`src/sv/mmcc_pkg.sv`:
```
// Package of the multi-mode motor current controller: widths, register
// indexes, mode codes, limits, reciprocal constants and the sequencer states.
// No dependencies.
package mmcc_pkg;

  localparam int MOTOR_COUNT_DEF = 4;

  localparam int MOTOR_W     = 2;
  localparam int MODE_W      = 3;
  localparam int GAIN_W      = 16;
  localparam int CFG_ADDR_W  = 3;
  localparam int CFG_DATA_W  = 16;
  localparam int IN_TDATA_W  = 80;
  localparam int OUT_TDATA_W = 16;
  localparam int CUR_W       = 15;
  localparam int TERM_W      = 40;

  // Register indexes
  localparam logic [CFG_ADDR_W-1:0] REG_MODE    = 3'd0;
  localparam logic [CFG_ADDR_W-1:0] REG_KP      = 3'd1;
  localparam logic [CFG_ADDR_W-1:0] REG_KI      = 3'd2;
  localparam logic [CFG_ADDR_W-1:0] REG_K_OUTER = 3'd3;
  localparam logic [CFG_ADDR_W-1:0] REG_K_LEG   = 3'd4;
  localparam logic [CFG_ADDR_W-1:0] REG_KP_ENC  = 3'd5;
  localparam logic [CFG_ADDR_W-1:0] REG_KI_ENC  = 3'd6;
  localparam logic [CFG_ADDR_W-1:0] REG_KD_ENC  = 3'd7;

  // Mode codes; codes above MODE_ENC_PI give a zero current
  localparam logic [MODE_W-1:0] MODE_POS_PI  = 3'd0;
  localparam logic [MODE_W-1:0] MODE_VEL_PI  = 3'd1;
  localparam logic [MODE_W-1:0] MODE_CASCADE = 3'd2;
  localparam logic [MODE_W-1:0] MODE_LEG_ODD = 3'd3;
  localparam logic [MODE_W-1:0] MODE_LEG_SYM = 3'd4;
  localparam logic [MODE_W-1:0] MODE_ENC_PI  = 3'd5;

  // Reset values of the registers
  localparam logic [MODE_W-1:0] MODE_RST    = MODE_LEG_SYM;
  localparam logic [GAIN_W-1:0] KP_RST      = 16'd3328;
  localparam logic [GAIN_W-1:0] KI_RST      = 16'd1536;
  localparam logic [GAIN_W-1:0] K_OUTER_RST = 16'd3840;
  localparam logic [GAIN_W-1:0] K_LEG_RST   = 16'd2560;
  localparam logic [GAIN_W-1:0] KP_ENC_RST  = 16'd3840;
  localparam logic [GAIN_W-1:0] KI_ENC_RST  = 16'd1280;
  localparam logic [GAIN_W-1:0] KD_ENC_RST  = 16'd2560;

  // Limits
  localparam int OUT_LIMIT         = 15000;
  localparam int ENC_OUT_LIMIT     = 3000;
  localparam int VEL_SUM_LIMIT     = 16667;
  localparam int VEL_ERR_LIMIT     = 1000;
  localparam int CASCADE_ERR_LIMIT = 4000;
  localparam int LEG_HI            = 360;
  localparam int LEG_ODD_VALUE     = 300;
  localparam int DIFF_LIMIT        = 500;

  // floor(x / n) = (x * RECIP_n) >> shift, exact for any 32-bit unsigned x
  localparam logic [31:0] RECIP_3   = 32'hAAAA_AAAB;  // shift 33
  localparam logic [31:0] RECIP_10  = 32'hCCCC_CCCD;  // shift 35
  localparam logic [31:0] RECIP_100 = 32'h51EB_851F;  // shift 37

  typedef enum logic [3:0] {
    ST_IDLE,
    ST_ERR,
    ST_OMUL,
    ST_ORCP,
    ST_OFIN,
    ST_VEL,
    ST_ACC,
    ST_MUL1,
    ST_MUL2,
    ST_RCP2,
    ST_TERM2,
    ST_SUM
  } st_t;

endpackage

```
`src/sv/multi_mode_motor_current_controller.sv`:
```
// Multi-mode motor current controller: cascaded PI / PD current command per motor.
// It takes one item at a time: the input is ready only while the sequencer is idle,
// and an ignored tick goes straight to the result step.
// The block has one shared 32x32 multiplier that every gain product and every
// reciprocal division (by 3, 10, 100) passes through in turn under the sequencer.
// Synchronous active-low reset: gains and mode to defaults, integrals cleared at once.
module multi_mode_motor_current_controller #(
  parameter int MOTOR_COUNT = mmcc_pkg::MOTOR_COUNT_DEF
) (
  input  logic                             clk,
  input  logic                             rst_n,
  // input item channel
  input  logic                             in_tvalid,
  output logic                             in_tready,
  input  logic [mmcc_pkg::IN_TDATA_W-1:0]  in_tdata,   // target[31:0], measured[63:32], speed[79:64]
  input  logic [mmcc_pkg::MOTOR_W-1:0]     in_tuser,   // motor_index[1:0]
  // result item channel
  output logic                             out_tvalid,
  input  logic                             out_tready,
  output logic [mmcc_pkg::OUT_TDATA_W-1:0] out_tdata,  // drive_current[14:0], zero[15]
  output logic [mmcc_pkg::MOTOR_W-1:0]     out_tuser,  // out_motor[1:0]
  // configuration write port
  input  logic                             cfg_we,
  input  logic [mmcc_pkg::CFG_ADDR_W-1:0]  cfg_addr,
  input  logic [mmcc_pkg::CFG_DATA_W-1:0]  cfg_wdata
);
  import mmcc_pkg::*;

  localparam int IDX_W = (MOTOR_COUNT > 1) ? $clog2(MOTOR_COUNT) : 1;

  // 33-bit signed limits for the clamp helper
  localparam logic signed [32:0] SAT32_HI   = 33'sh0_7FFF_FFFF;
  localparam logic signed [32:0] SAT32_LO   = 33'sh1_8000_0000;
  localparam logic signed [32:0] SAT16_HI   = 33'sd32767;
  localparam logic signed [32:0] SAT16_LO   = -33'sd32768;
  localparam logic signed [32:0] VEL_ERR_C  = 33'(VEL_ERR_LIMIT);
  localparam logic signed [32:0] VEL_SUM_C  = 33'(VEL_SUM_LIMIT);
  localparam logic signed [32:0] CASC_ERR_C = 33'(CASCADE_ERR_LIMIT);
  localparam logic signed [32:0] LEG_HI_C   = 33'(LEG_HI);
  localparam logic signed [32:0] LEG_ODD_C  = 33'(LEG_ODD_VALUE);
  localparam logic signed [32:0] DIFF_C     = 33'(DIFF_LIMIT);
  localparam logic signed [TERM_W:0] OUT_LIM_C = (TERM_W+1)'(OUT_LIMIT);
  localparam logic signed [TERM_W:0] ENC_LIM_C = (TERM_W+1)'(ENC_OUT_LIMIT);

  function automatic logic signed [32:0] clamp33(input logic signed [32:0] v,
                                                input logic signed [32:0] lo,
                                                input logic signed [32:0] hi);
    logic signed [32:0] r;
    if (v > hi) begin
      r = hi;
    end else if (v < lo) begin
      r = lo;
    end else begin
      r = v;
    end
    return r;
  endfunction

  // Apply a sign to a truncated product magnitude.
  function automatic logic signed [TERM_W-1:0] signed_term(input logic [TERM_W-2:0] mag,
                                                          input logic neg);
    logic signed [TERM_W-1:0] m;
    m = $signed({1'b0, mag});
    return neg ? -m : m;
  endfunction

  // ---------------------------------------------------------------------------
  // Configuration registers
  // ---------------------------------------------------------------------------
  logic [MODE_W-1:0] mode_r;
  logic [GAIN_W-1:0] kp_r, ki_r, k_outer_r, k_leg_r, kp_enc_r, ki_enc_r, kd_enc_r;

  always_ff @(posedge clk) begin
    if (!rst_n) begin
      mode_r    <= MODE_RST;
      kp_r      <= KP_RST;
      ki_r      <= KI_RST;
      k_outer_r <= K_OUTER_RST;
      k_leg_r   <= K_LEG_RST;
      kp_enc_r  <= KP_ENC_RST;
      ki_enc_r  <= KI_ENC_RST;
      kd_enc_r  <= KD_ENC_RST;
    end else if (cfg_we) begin
      case (cfg_addr)
        REG_MODE:    mode_r    <= cfg_wdata[MODE_W-1:0];
        REG_KP:      kp_r      <= cfg_wdata;
        REG_KI:      ki_r      <= cfg_wdata;
        REG_K_OUTER: k_outer_r <= cfg_wdata;
        REG_K_LEG:   k_leg_r   <= cfg_wdata;
        REG_KP_ENC:  kp_enc_r  <= cfg_wdata;
        REG_KI_ENC:  ki_enc_r  <= cfg_wdata;
        REG_KD_ENC:  kd_enc_r  <= cfg_wdata;
        default: ;
      endcase
    end
  end

  // Mode groups
  logic mode_ok, m_kp_grp, m_div10, m_enc, m_casc, m_vel;
  assign mode_ok  = mode_r inside {[MODE_POS_PI:MODE_ENC_PI]};
  assign m_kp_grp = mode_r inside {MODE_POS_PI, MODE_VEL_PI, MODE_CASCADE};
  assign m_div10  = mode_r inside {MODE_VEL_PI, MODE_CASCADE, MODE_LEG_ODD, MODE_LEG_SYM};
  assign m_enc    = (mode_r == MODE_ENC_PI);
  assign m_casc   = (mode_r == MODE_CASCADE);
  assign m_vel    = (mode_r == MODE_VEL_PI);

  // ---------------------------------------------------------------------------
  // Per-motor state
  // ---------------------------------------------------------------------------
  logic signed [31:0] pos_sum_r [MOTOR_COUNT];
  logic signed [31:0] enc_sum_r [MOTOR_COUNT];
  logic signed [15:0] vel_sum_r [MOTOR_COUNT];  // always within +-16667
  logic signed [15:0] last_ve_r [MOTOR_COUNT];

  // ---------------------------------------------------------------------------
  // Input capture
  // ---------------------------------------------------------------------------
  st_t state_r, state_nxt;
  logic in_accept, motor_ok;
  logic signed [31:0] in_tgt, in_meas;
  logic signed [15:0] in_spd;

  assign in_tready = (state_r == ST_IDLE);
  assign in_accept = in_tvalid && in_tready;
  assign in_tgt    = $signed(in_tdata[31:0]);
  assign in_meas   = $signed(in_tdata[63:32]);
  assign in_spd    = $signed(in_tdata[79:64]);
  assign motor_ok  = (32'(in_tuser) < MOTOR_COUNT);

  logic [MOTOR_W-1:0] motor_r;
  logic [IDX_W-1:0]   idx_r;
  logic signed [31:0] tgt_r;
  logic signed [15:0] spd_r;
  logic signed [32:0] d_r;   // target - measured, never overflows 33 bits
  logic               byp_r; // tick gives zero and leaves state alone

  always_ff @(posedge clk) begin
    if (in_accept) begin
      motor_r <= in_tuser;
      idx_r   <= IDX_W'(in_tuser);
      tgt_r   <= in_tgt;
      spd_r   <= in_spd;
      d_r     <= 33'(in_tgt) - 33'(in_meas);
    end
  end

  // ---------------------------------------------------------------------------
  // Datapath registers and the shared multiplier
  // ---------------------------------------------------------------------------
  logic signed [31:0]       e_r, e_nxt;   // error, then target velocity, then vd
  logic signed [31:0]       s_r, s_nxt;   // integral or derivative operand
  logic [63:0]              p_r, p_nxt;   // registered product
  logic [31:0]              g2_r, g2_nxt; // gain of the second term
  logic signed [TERM_W-1:0] t1_r, t1_nxt, t2_r, t2_nxt;
  logic                     out_valid_r, out_valid_nxt;
  logic [OUT_TDATA_W-1:0]   out_data_r, out_data_nxt;
  logic [MOTOR_W-1:0]       out_motor_r, out_motor_nxt;

  logic [31:0] mul_a, mul_b;
  logic [63:0] mul_p;
  assign mul_p = mul_a * mul_b;

  // Magnitudes for the unsigned multiplier; truncation toward zero is then a floor.
  logic [31:0] e_mag, s_mag, d_mag;
  logic signed [32:0] d_neg;
  assign d_neg = -d_r;
  assign e_mag = e_r[31] ? 32'(-e_r) : 32'(e_r);
  assign s_mag = s_r[31] ? 32'(-s_r) : 32'(s_r);
  assign d_mag = d_r[32] ? d_neg[31:0] : d_r[31:0];

  // 19 = 16 + 2 + 1
  logic [31:0] ki19, kd19;
  assign ki19 = (32'(ki_r) << 4) + (32'(ki_r) << 1) + 32'(ki_r);
  assign kd19 = (32'(kd_enc_r) << 4) + (32'(kd_enc_r) << 1) + 32'(kd_enc_r);

  // Outer loop result: cascade divides by 25600, encoder by 3, leg by 256.
  logic [31:0]        om;
  logic               ov_neg;
  logic signed [31:0] ov;
  always_comb begin
    case (mode_r)
      MODE_CASCADE: om = 32'(p_r[63:37]);
      MODE_ENC_PI:  om = 32'(p_r[63:33]);
      default:      om = p_r[39:8];
    endcase
    ov_neg = m_enc ? d_r[32] : e_r[31];
    ov     = ov_neg ? -$signed(om) : $signed(om);
  end

  // Velocity error and accumulation operands
  logic signed [15:0] vd;
  logic signed [32:0] vdiff;
  assign vd    = e_r[15:0];
  assign vdiff = 33'(vd) - 33'(spd_r);

  // Final sum and output clamp
  logic signed [TERM_W:0]  total, lim, total_c;
  logic [CUR_W-1:0]        cur;
  logic                    slot_free;
  always_comb begin
    total = (TERM_W+1)'(t1_r) + (TERM_W+1)'(t2_r);
    lim   = m_enc ? ENC_LIM_C : OUT_LIM_C;
    if (total > lim) begin
      total_c = lim;
    end else if (total < -lim) begin
      total_c = -lim;
    end else begin
      total_c = total;
    end
    cur = byp_r ? '0 : total_c[CUR_W-1:0];
  end
  assign slot_free = !out_valid_r || out_tready;

  // ---------------------------------------------------------------------------
  // Sequencer: next state
  // ---------------------------------------------------------------------------
  always_comb begin
    state_nxt = state_r;
    case (state_r)
      ST_IDLE: begin
        if (in_accept) begin
          state_nxt = (motor_ok && mode_ok) ? ST_ERR : ST_SUM;
        end
      end
      ST_ERR: begin
        if (mode_r == MODE_POS_PI) begin
          state_nxt = ST_ACC;
        end else if (m_vel) begin
          state_nxt = ST_VEL;
        end else begin
          state_nxt = ST_OMUL;
        end
      end
      ST_OMUL:  state_nxt = m_casc ? ST_ORCP : ST_OFIN;
      ST_ORCP:  state_nxt = ST_OFIN;
      ST_OFIN:  state_nxt = m_enc ? ST_ACC : ST_VEL;
      ST_VEL:   state_nxt = ST_ACC;
      ST_ACC:   state_nxt = ST_MUL1;
      ST_MUL1:  state_nxt = ST_MUL2;
      ST_MUL2:  state_nxt = m_div10 ? ST_RCP2 : ST_TERM2;
      ST_RCP2:  state_nxt = ST_TERM2;
      ST_TERM2: state_nxt = ST_SUM;
      ST_SUM: begin
        if (slot_free) begin
          state_nxt = ST_IDLE;
        end
      end
      default:  state_nxt = ST_IDLE;
    endcase
  end

  // ---------------------------------------------------------------------------
  // Sequencer: datapath control
  // ---------------------------------------------------------------------------
  always_comb begin
    e_nxt         = e_r;
    s_nxt         = s_r;
    p_nxt         = p_r;
    g2_nxt        = g2_r;
    t1_nxt        = t1_r;
    t2_nxt        = t2_r;
    mul_a         = '0;
    mul_b         = '0;
    out_valid_nxt = out_valid_r && !out_tready;
    out_data_nxt  = out_data_r;
    out_motor_nxt = out_motor_r;
    case (state_r)
      ST_ERR: begin
        // shape the error the mode works from
        case (mode_r)
          MODE_VEL_PI:  e_nxt = 32'(clamp33(33'(tgt_r), SAT16_LO, SAT16_HI));
          MODE_CASCADE: e_nxt = 32'(clamp33(d_r, -CASC_ERR_C, CASC_ERR_C));
          MODE_LEG_ODD: begin
            // above the high bound snaps to the lower magnitude
            if (d_r > LEG_HI_C) begin
              e_nxt = 32'(LEG_ODD_C);
            end else if (d_r < -LEG_ODD_C) begin
              e_nxt = 32'(-LEG_ODD_C);
            end else begin
              e_nxt = d_r[31:0];
            end
          end
          MODE_LEG_SYM: e_nxt = 32'(clamp33(d_r, -LEG_HI_C, LEG_HI_C));
          default:      e_nxt = 32'(clamp33(d_r, SAT32_LO, SAT32_HI));
        endcase
      end
      ST_OMUL: begin
        if (m_enc) begin
          mul_a = RECIP_3;
          mul_b = d_mag;
        end else begin
          mul_a = m_casc ? 32'(k_outer_r) : 32'(k_leg_r);
          mul_b = e_mag;
        end
        p_nxt = mul_p;
      end
      ST_ORCP: begin
        mul_a = RECIP_100;
        mul_b = p_r[39:8];
        p_nxt = mul_p;
      end
      ST_OFIN: begin
        e_nxt = m_enc ? ov : 32'(clamp33(33'(ov), SAT16_LO, SAT16_HI));
      end
      ST_VEL: begin
        e_nxt = m_vel ? 32'(clamp33(vdiff, -VEL_ERR_C, VEL_ERR_C))
                      : 32'(clamp33(vdiff, SAT16_LO, SAT16_HI));
      end
      ST_ACC: begin
        case (mode_r)
          MODE_POS_PI: begin
            s_nxt  = 32'(clamp33(33'(e_r) + 33'(pos_sum_r[idx_r]), SAT32_LO, SAT32_HI));
            g2_nxt = 32'(ki_r);
          end
          MODE_VEL_PI: begin
            s_nxt  = 32'(clamp33(33'(vd) + 33'(vel_sum_r[idx_r]), -VEL_SUM_C, VEL_SUM_C));
            g2_nxt = 32'(ki_r);
          end
          MODE_CASCADE: begin
            s_nxt  = 32'(clamp33(33'(vd) + 33'(vel_sum_r[idx_r]), -VEL_SUM_C, VEL_SUM_C));
            g2_nxt = ki19;
          end
          MODE_LEG_ODD, MODE_LEG_SYM: begin
            s_nxt  = 32'(clamp33(33'(vd) - 33'(last_ve_r[idx_r]), -DIFF_C, DIFF_C));
            g2_nxt = kd19;
          end
          default: begin
            s_nxt  = 32'(clamp33(33'(e_r) + 33'(enc_sum_r[idx_r]), SAT32_LO, SAT32_HI));
            g2_nxt = 32'(ki_enc_r);
          end
        endcase
      end
      ST_MUL1: begin
        mul_a = m_kp_grp ? 32'(kp_r) : 32'(kp_enc_r);
        mul_b = e_mag;
        p_nxt = mul_p;
      end
      ST_MUL2: begin
        // retire the first term while the second product is formed
        t1_nxt = signed_term(p_r[TERM_W+6:8], e_r[31]);
        mul_a  = g2_r;
        mul_b  = s_mag;
        p_nxt  = mul_p;
      end
      ST_RCP2: begin
        mul_a = RECIP_10;
        mul_b = p_r[39:8];
        p_nxt = mul_p;
      end
      ST_TERM2: begin
        t2_nxt = m_div10 ? signed_term((TERM_W-1)'(p_r[63:35]), s_r[31])
                         : signed_term(p_r[TERM_W+6:8], s_r[31]);
      end
      ST_SUM: begin
        if (slot_free) begin
          out_valid_nxt = 1'b1;
          out_data_nxt  = {1'b0, cur};
          out_motor_nxt = motor_r;
        end
      end
      default: ;
    endcase
  end

  // ---------------------------------------------------------------------------
  // Registers
  // ---------------------------------------------------------------------------
  always_ff @(posedge clk) begin
    if (!rst_n) begin
      state_r     <= ST_IDLE;
      byp_r       <= 1'b0;
      out_valid_r <= 1'b0;
    end else begin
      state_r     <= state_nxt;
      out_valid_r <= out_valid_nxt;
      if (in_accept) begin
        byp_r <= !(motor_ok && mode_ok);
      end
    end
  end

  always_ff @(posedge clk) begin
    e_r         <= e_nxt;
    s_r         <= s_nxt;
    p_r         <= p_nxt;
    g2_r        <= g2_nxt;
    t1_r        <= t1_nxt;
    t2_r        <= t2_nxt;
    out_data_r  <= out_data_nxt;
    out_motor_r <= out_motor_nxt;
  end

  // Commit the per-motor state once the accumulate step has its value.
  always_ff @(posedge clk) begin
    if (!rst_n) begin
      for (int i = 0; i < MOTOR_COUNT; i++) begin
        pos_sum_r[i] <= '0;
        enc_sum_r[i] <= '0;
        vel_sum_r[i] <= '0;
        last_ve_r[i] <= '0;
      end
    end else if (state_r == ST_ACC) begin
      case (mode_r)
        MODE_POS_PI:                pos_sum_r[idx_r] <= s_nxt;
        MODE_VEL_PI, MODE_CASCADE:  vel_sum_r[idx_r] <= s_nxt[15:0];
        MODE_LEG_ODD, MODE_LEG_SYM: last_ve_r[idx_r] <= vd;
        MODE_ENC_PI:                enc_sum_r[idx_r] <= s_nxt;
        default: ;
      endcase
    end
  end

  assign out_tvalid = out_valid_r;
  assign out_tdata  = out_data_r;
  assign out_tuser  = out_motor_r;

endmodule

```
`config.mk`:
```
export PLATFORM = sky130hd
export DESIGN_NAME = multi_mode_motor_current_controller
export DESIGN_NICKNAME = d
export VERILOG_FILES = /design/src/sv/mmcc_pkg.sv /design/src/sv/multi_mode_motor_current_controller.sv
export SDC_FILE = /design/constraint.sdc
export NUM_CORES = 2
export LEC_CHECK = 0
export BUFFER_PORTS_ARGS = -buffer_cell sky130_fd_sc_hd__clkbuf_2
export CAP_MARGIN = 20
export CORE_ASPECT_RATIO = 1.2
export CORE_MARGIN = 4
export CORE_UTILIZATION = 60
export DETAILED_ROUTE_END_ITERATION = 16
export GPL_TIMING_DRIVEN = 0
export HOLD_SLACK_MARGIN = 0.12
export PLACE_DENSITY = 0.76
export SKIP_LAST_GASP = 1
export SLEW_MARGIN = 20
export SYNTH_ARGS = -nofsm -noshare
export SYNTH_HDL_FRONTEND = slang
export SYNTH_SLANG_ARGS = --single-unit
```
`constraint.sdc`:
```
create_clock -name clk -period 13.4 [get_ports clk]
set_input_delay 0.67 -clock clk [delete_from_list [all_inputs] [get_ports clk]]
set_output_delay 0.67 -clock clk [all_outputs]
set_load 0.02 [all_outputs]
```
==> results.sh <==
export IMPL_layout_worst_path_cycle_share=0.983
export IMPL_worstRegToRegCells=35
export IMPL_wl_met3_um=37800
export IMPL_finalCriticalPeriod_ns=13.17
export IMPL_gp_congestion=1.09
export IMPL_min_path_cells=1
export IMPL_dp_hpwl_um=278000
export IMPL_firstDrtPassIters=7
export IMPL_slew_limit_headroom=0.153
export IMPL_syn_nets=10900
export IMPL_synth_edf_count=673
export IMPL_max_freq_mhz=75.9
export IMPL_crit_fanout=12
export IMPL_grt_max_degree=58
export IMPL_grt_pass1_wl_um=505000
export IMPL_async_reset_ff_frac=0
export IMPL_syn_to_final_growth_pct=9.00
export IMPL_synth_ff_type="edfxtp_1"
export IMPL_ctsLongestPathBuffers=3
export IMPL_cts_tree="built"
export IMPL_vias_per_cell=6.48
export IMPL_setup_viol=0
export IMPL_htreeDepth=3
export IMPL_synth_cell_types=110
export IMPL_port_buffer_count=118
export IMPL_numClockSinks=828
export IMPL_ys_seq_elements=828
export IMPL_grt_overflow=0
export IMPL_hold_class="input pin to flop"
export IMPL_synth_top_cell_area_share=0.234
export IMPL_maxCapViolCount=0
export IMPL_vias=76000
export IMPL_crit_type="flop to flop"
export IMPL_highest_layer="met5"
export IMPL_drt_wl_total_um=348000
export IMPL_power_mw=14.8
export IMPL_ios=126
export IMPL_wl_per_cell_um=29.7
export IMPL_final_util=0.657
export IMPL_cts_buffers=85
export IMPL_p_leak_nw=41.2
export IMPL_yosys_warnings=0
export IMPL_die_area_um2=150000
export IMPL_drc=0
export IMPL_insertion_delay_ns=0.77
export IMPL_yosys_top_cells_count="inv_1, nand2_1, nor2_1, fa_1, edfxtp_1"
export IMPL_holdWs_ns=0.144
export IMPL_seq_area_frac_synth=0.270
export IMPL_cp_slowest_stage_delay_ns=0.82
export IMPL_synth_most_common_cell="inv_1"
export IMPL_critPathRequiredTime_ns=13.87
export IMPL_clockRootBuffer="clkbuf_16"
export IMPL_crit_path_frequent_cell="fa_1"
export IMPL_crit_path_start_kind="flop"
export IMPL_initial_core_util=0.603
export IMPL_antenna_left=0
export IMPL_wl_met2_um=155000
export IMPL_die_x_um=354
export IMPL_dp_slack_ns=-0.303
export IMPL_syn_instance_count=9401
export IMPL_drt_iter0_markers=9537
export IMPL_final_hold_viol_count=0
export IMPL_instances_no_fill=11700
export IMPL_final_setup_worst_slack_ns=0.229
export IMPL_synth_area_um2=86200
export IMPL_fin_skew_ns=0.0701
export IMPL_grt_usage=0.463
export IMPL_synth_area_per_cell_um2=9.17
export IMPL_antenna_found_initial=19
export IMPL_powerDensity_nw_per_um2=158
export IMPL_fin_nets=11300
export IMPL_rows=152
export IMPL_yosys_area_top_type="edfxtp_1"
export IMPL_outcome="finished clean"
export IMPL_clk_pin_slew_worst_paths_ns=0.06
export IMPL_dp_cells=11500
export IMPL_endpoint_kind="flop"
export IMPL_peakVddDrop_v=0.000167
export IMPL_layout_drive_gt1_share=0.0720
export IMPL_worst_pin_slew_ns=1.27
export IMPL_slew_violations=0
export IMPL_wirelength_met1_um=116000
export IMPL_fp_dieH_um=423
export IMPL_reg2reg_slack_ns=0.23
export IMPL_slowest_stage="fa_1"
export IMPL_synthTopCellsByArea="edfxtp_1, fa_1, ha_1, inv_1, nand2_1"
export IMPL_cp_arrival_ns=13.64
export IMPL_grt_pass1_vias=76300
export IMPL_core_area_um2=143000
==> layout by cell type (no fill, tap or decap), drive strengths merged, types with 37 or more instances in the layout <==
cell | Yosys | routed
nand2 | 1118 | 1118
nor3 | 128 | 128
edfxtp | 673 | 673
o221ai | 44 | 44
or3 | 90 | 90
a21oi | 422 | 422
o21a | 62 | 62
clkbuf | 409 | 625
or2 | 37 | 37
o22ai | 42 | 42
xor2 | 161 | 161
and3 | 76 | 76
a211oi | 55 | 55
o21ai | 409 | 409
nor4 | 48 | 48
nand3 | 131 | 131
inv | 1262 | 1269
o31ai | 57 | 57
dfxtp | 155 | 155
nor2 | 1112 | 1112
fa | 928 | 928
xnor2 | 215 | 215
a21o | 148 | 148
a31oi | 57 | 57
and2 | 88 | 88
ha | 505 | 505
buf | 70 | 158
o211ai | 47 | 47
nand4 | 66 | 66
nor2b | 63 | 63
nand2b | 121 | 121
a21boi | 113 | 113
mux4 | 97 | 97
==> per-stage QoR <==
stage | instance area [µm²] | TNS, ns
final | 94000 | 0
after global routing | 94000 | -0.0105
after CTS | 93600 | 0
after detailed placement | 90400 | -1.08
after global placement | 89200 | -78.73
after floorplan | 86200 | 0
==> timing repair <==
item,4_1_cts,5_1_grt
gates resized for setup,14,82
hold buffers,26,0
pin swaps,0,3
setup endpoints to repair,8,12
hold endpoints to repair,26,0
buffers inserted,2,21
gates cloned,0,0
==> flip-flops by register name, indices dropped and copies added, names as in the netlist, 33 cells and up, named ones only <==
signal and count:
p_r 56, enc_sum_r 128, pos_sum_r 128, t1_r 40, d_r 33, t2_r 40
vel_sum_r 64, last_ve_r 64
==> per-layer routing <==
layer / up-vias / track usage
met5: - / 0
met4: 12 / 0.407
met3: 1522 / 0.115
met2: 5075 / 0.716
met1: 37200 / 0.535
li1: 32200 / -
==> critical path, delay by kind of cell, from the launching register on <==
| family | cells | cell delay [ns] |
|---|---|---|
| AND/OR/NAND/NOR | 12 | 2.92 |
| buffers and inverters | 3 | 0.73 |
| adder cells (fa/ha/maj) | 9 | 4.97 |
| XOR/XNOR | 2 | 0.34 |
| flip-flops | 1 | 0.81 |
| AO/OA/AOI/OAI | 9 | 3.10 |
==> layout make-up <==
class                   instances  area [µm²]
diodes                         11        27.5
plain buffers                 475        1980
clock buffers                 106        2250
clock inverters                52         641
fillers                     11700       49000
inverters                    1263        4750
multi-input cells            6829       56800
flip-flops and latches        828       23300
well taps                    1925        2410
repair buffers                234        1860
==> cells by family after synthesis <==
kind of cell | share of synthesized area
AND/OR/NAND/NOR | 0.165
adder cells (fa/ha/maj) | 0.289
AO/OA/AOI/OAI | 0.131
flip-flops | 0.270
multiplexers | 0.0296
XOR/XNOR | 0.0382
buffers and inverters | 0.0772
other | 0.0000435
==> report_power, final <==
part,total [mW],internal (mW),switching [mW]
Clock,2.50,1.36,1.14
Combinational,8.69,2.72,5.96
Sequential,3.65,3.19,0.457
==> worst paths after layout <==
| path | end | startpoint |
|---|---|---|
| setup reg to reg | p_r[60] | e_r[2] |
| hold reg to reg | kp_r[4] | kp_r[4] |
| setup / recovery | p_r[60] | e_r[2] |
| hold / removal | tgt_r[12] | in_tdata[12] |
No activity file was read; power rests on OpenSTA's default activity.
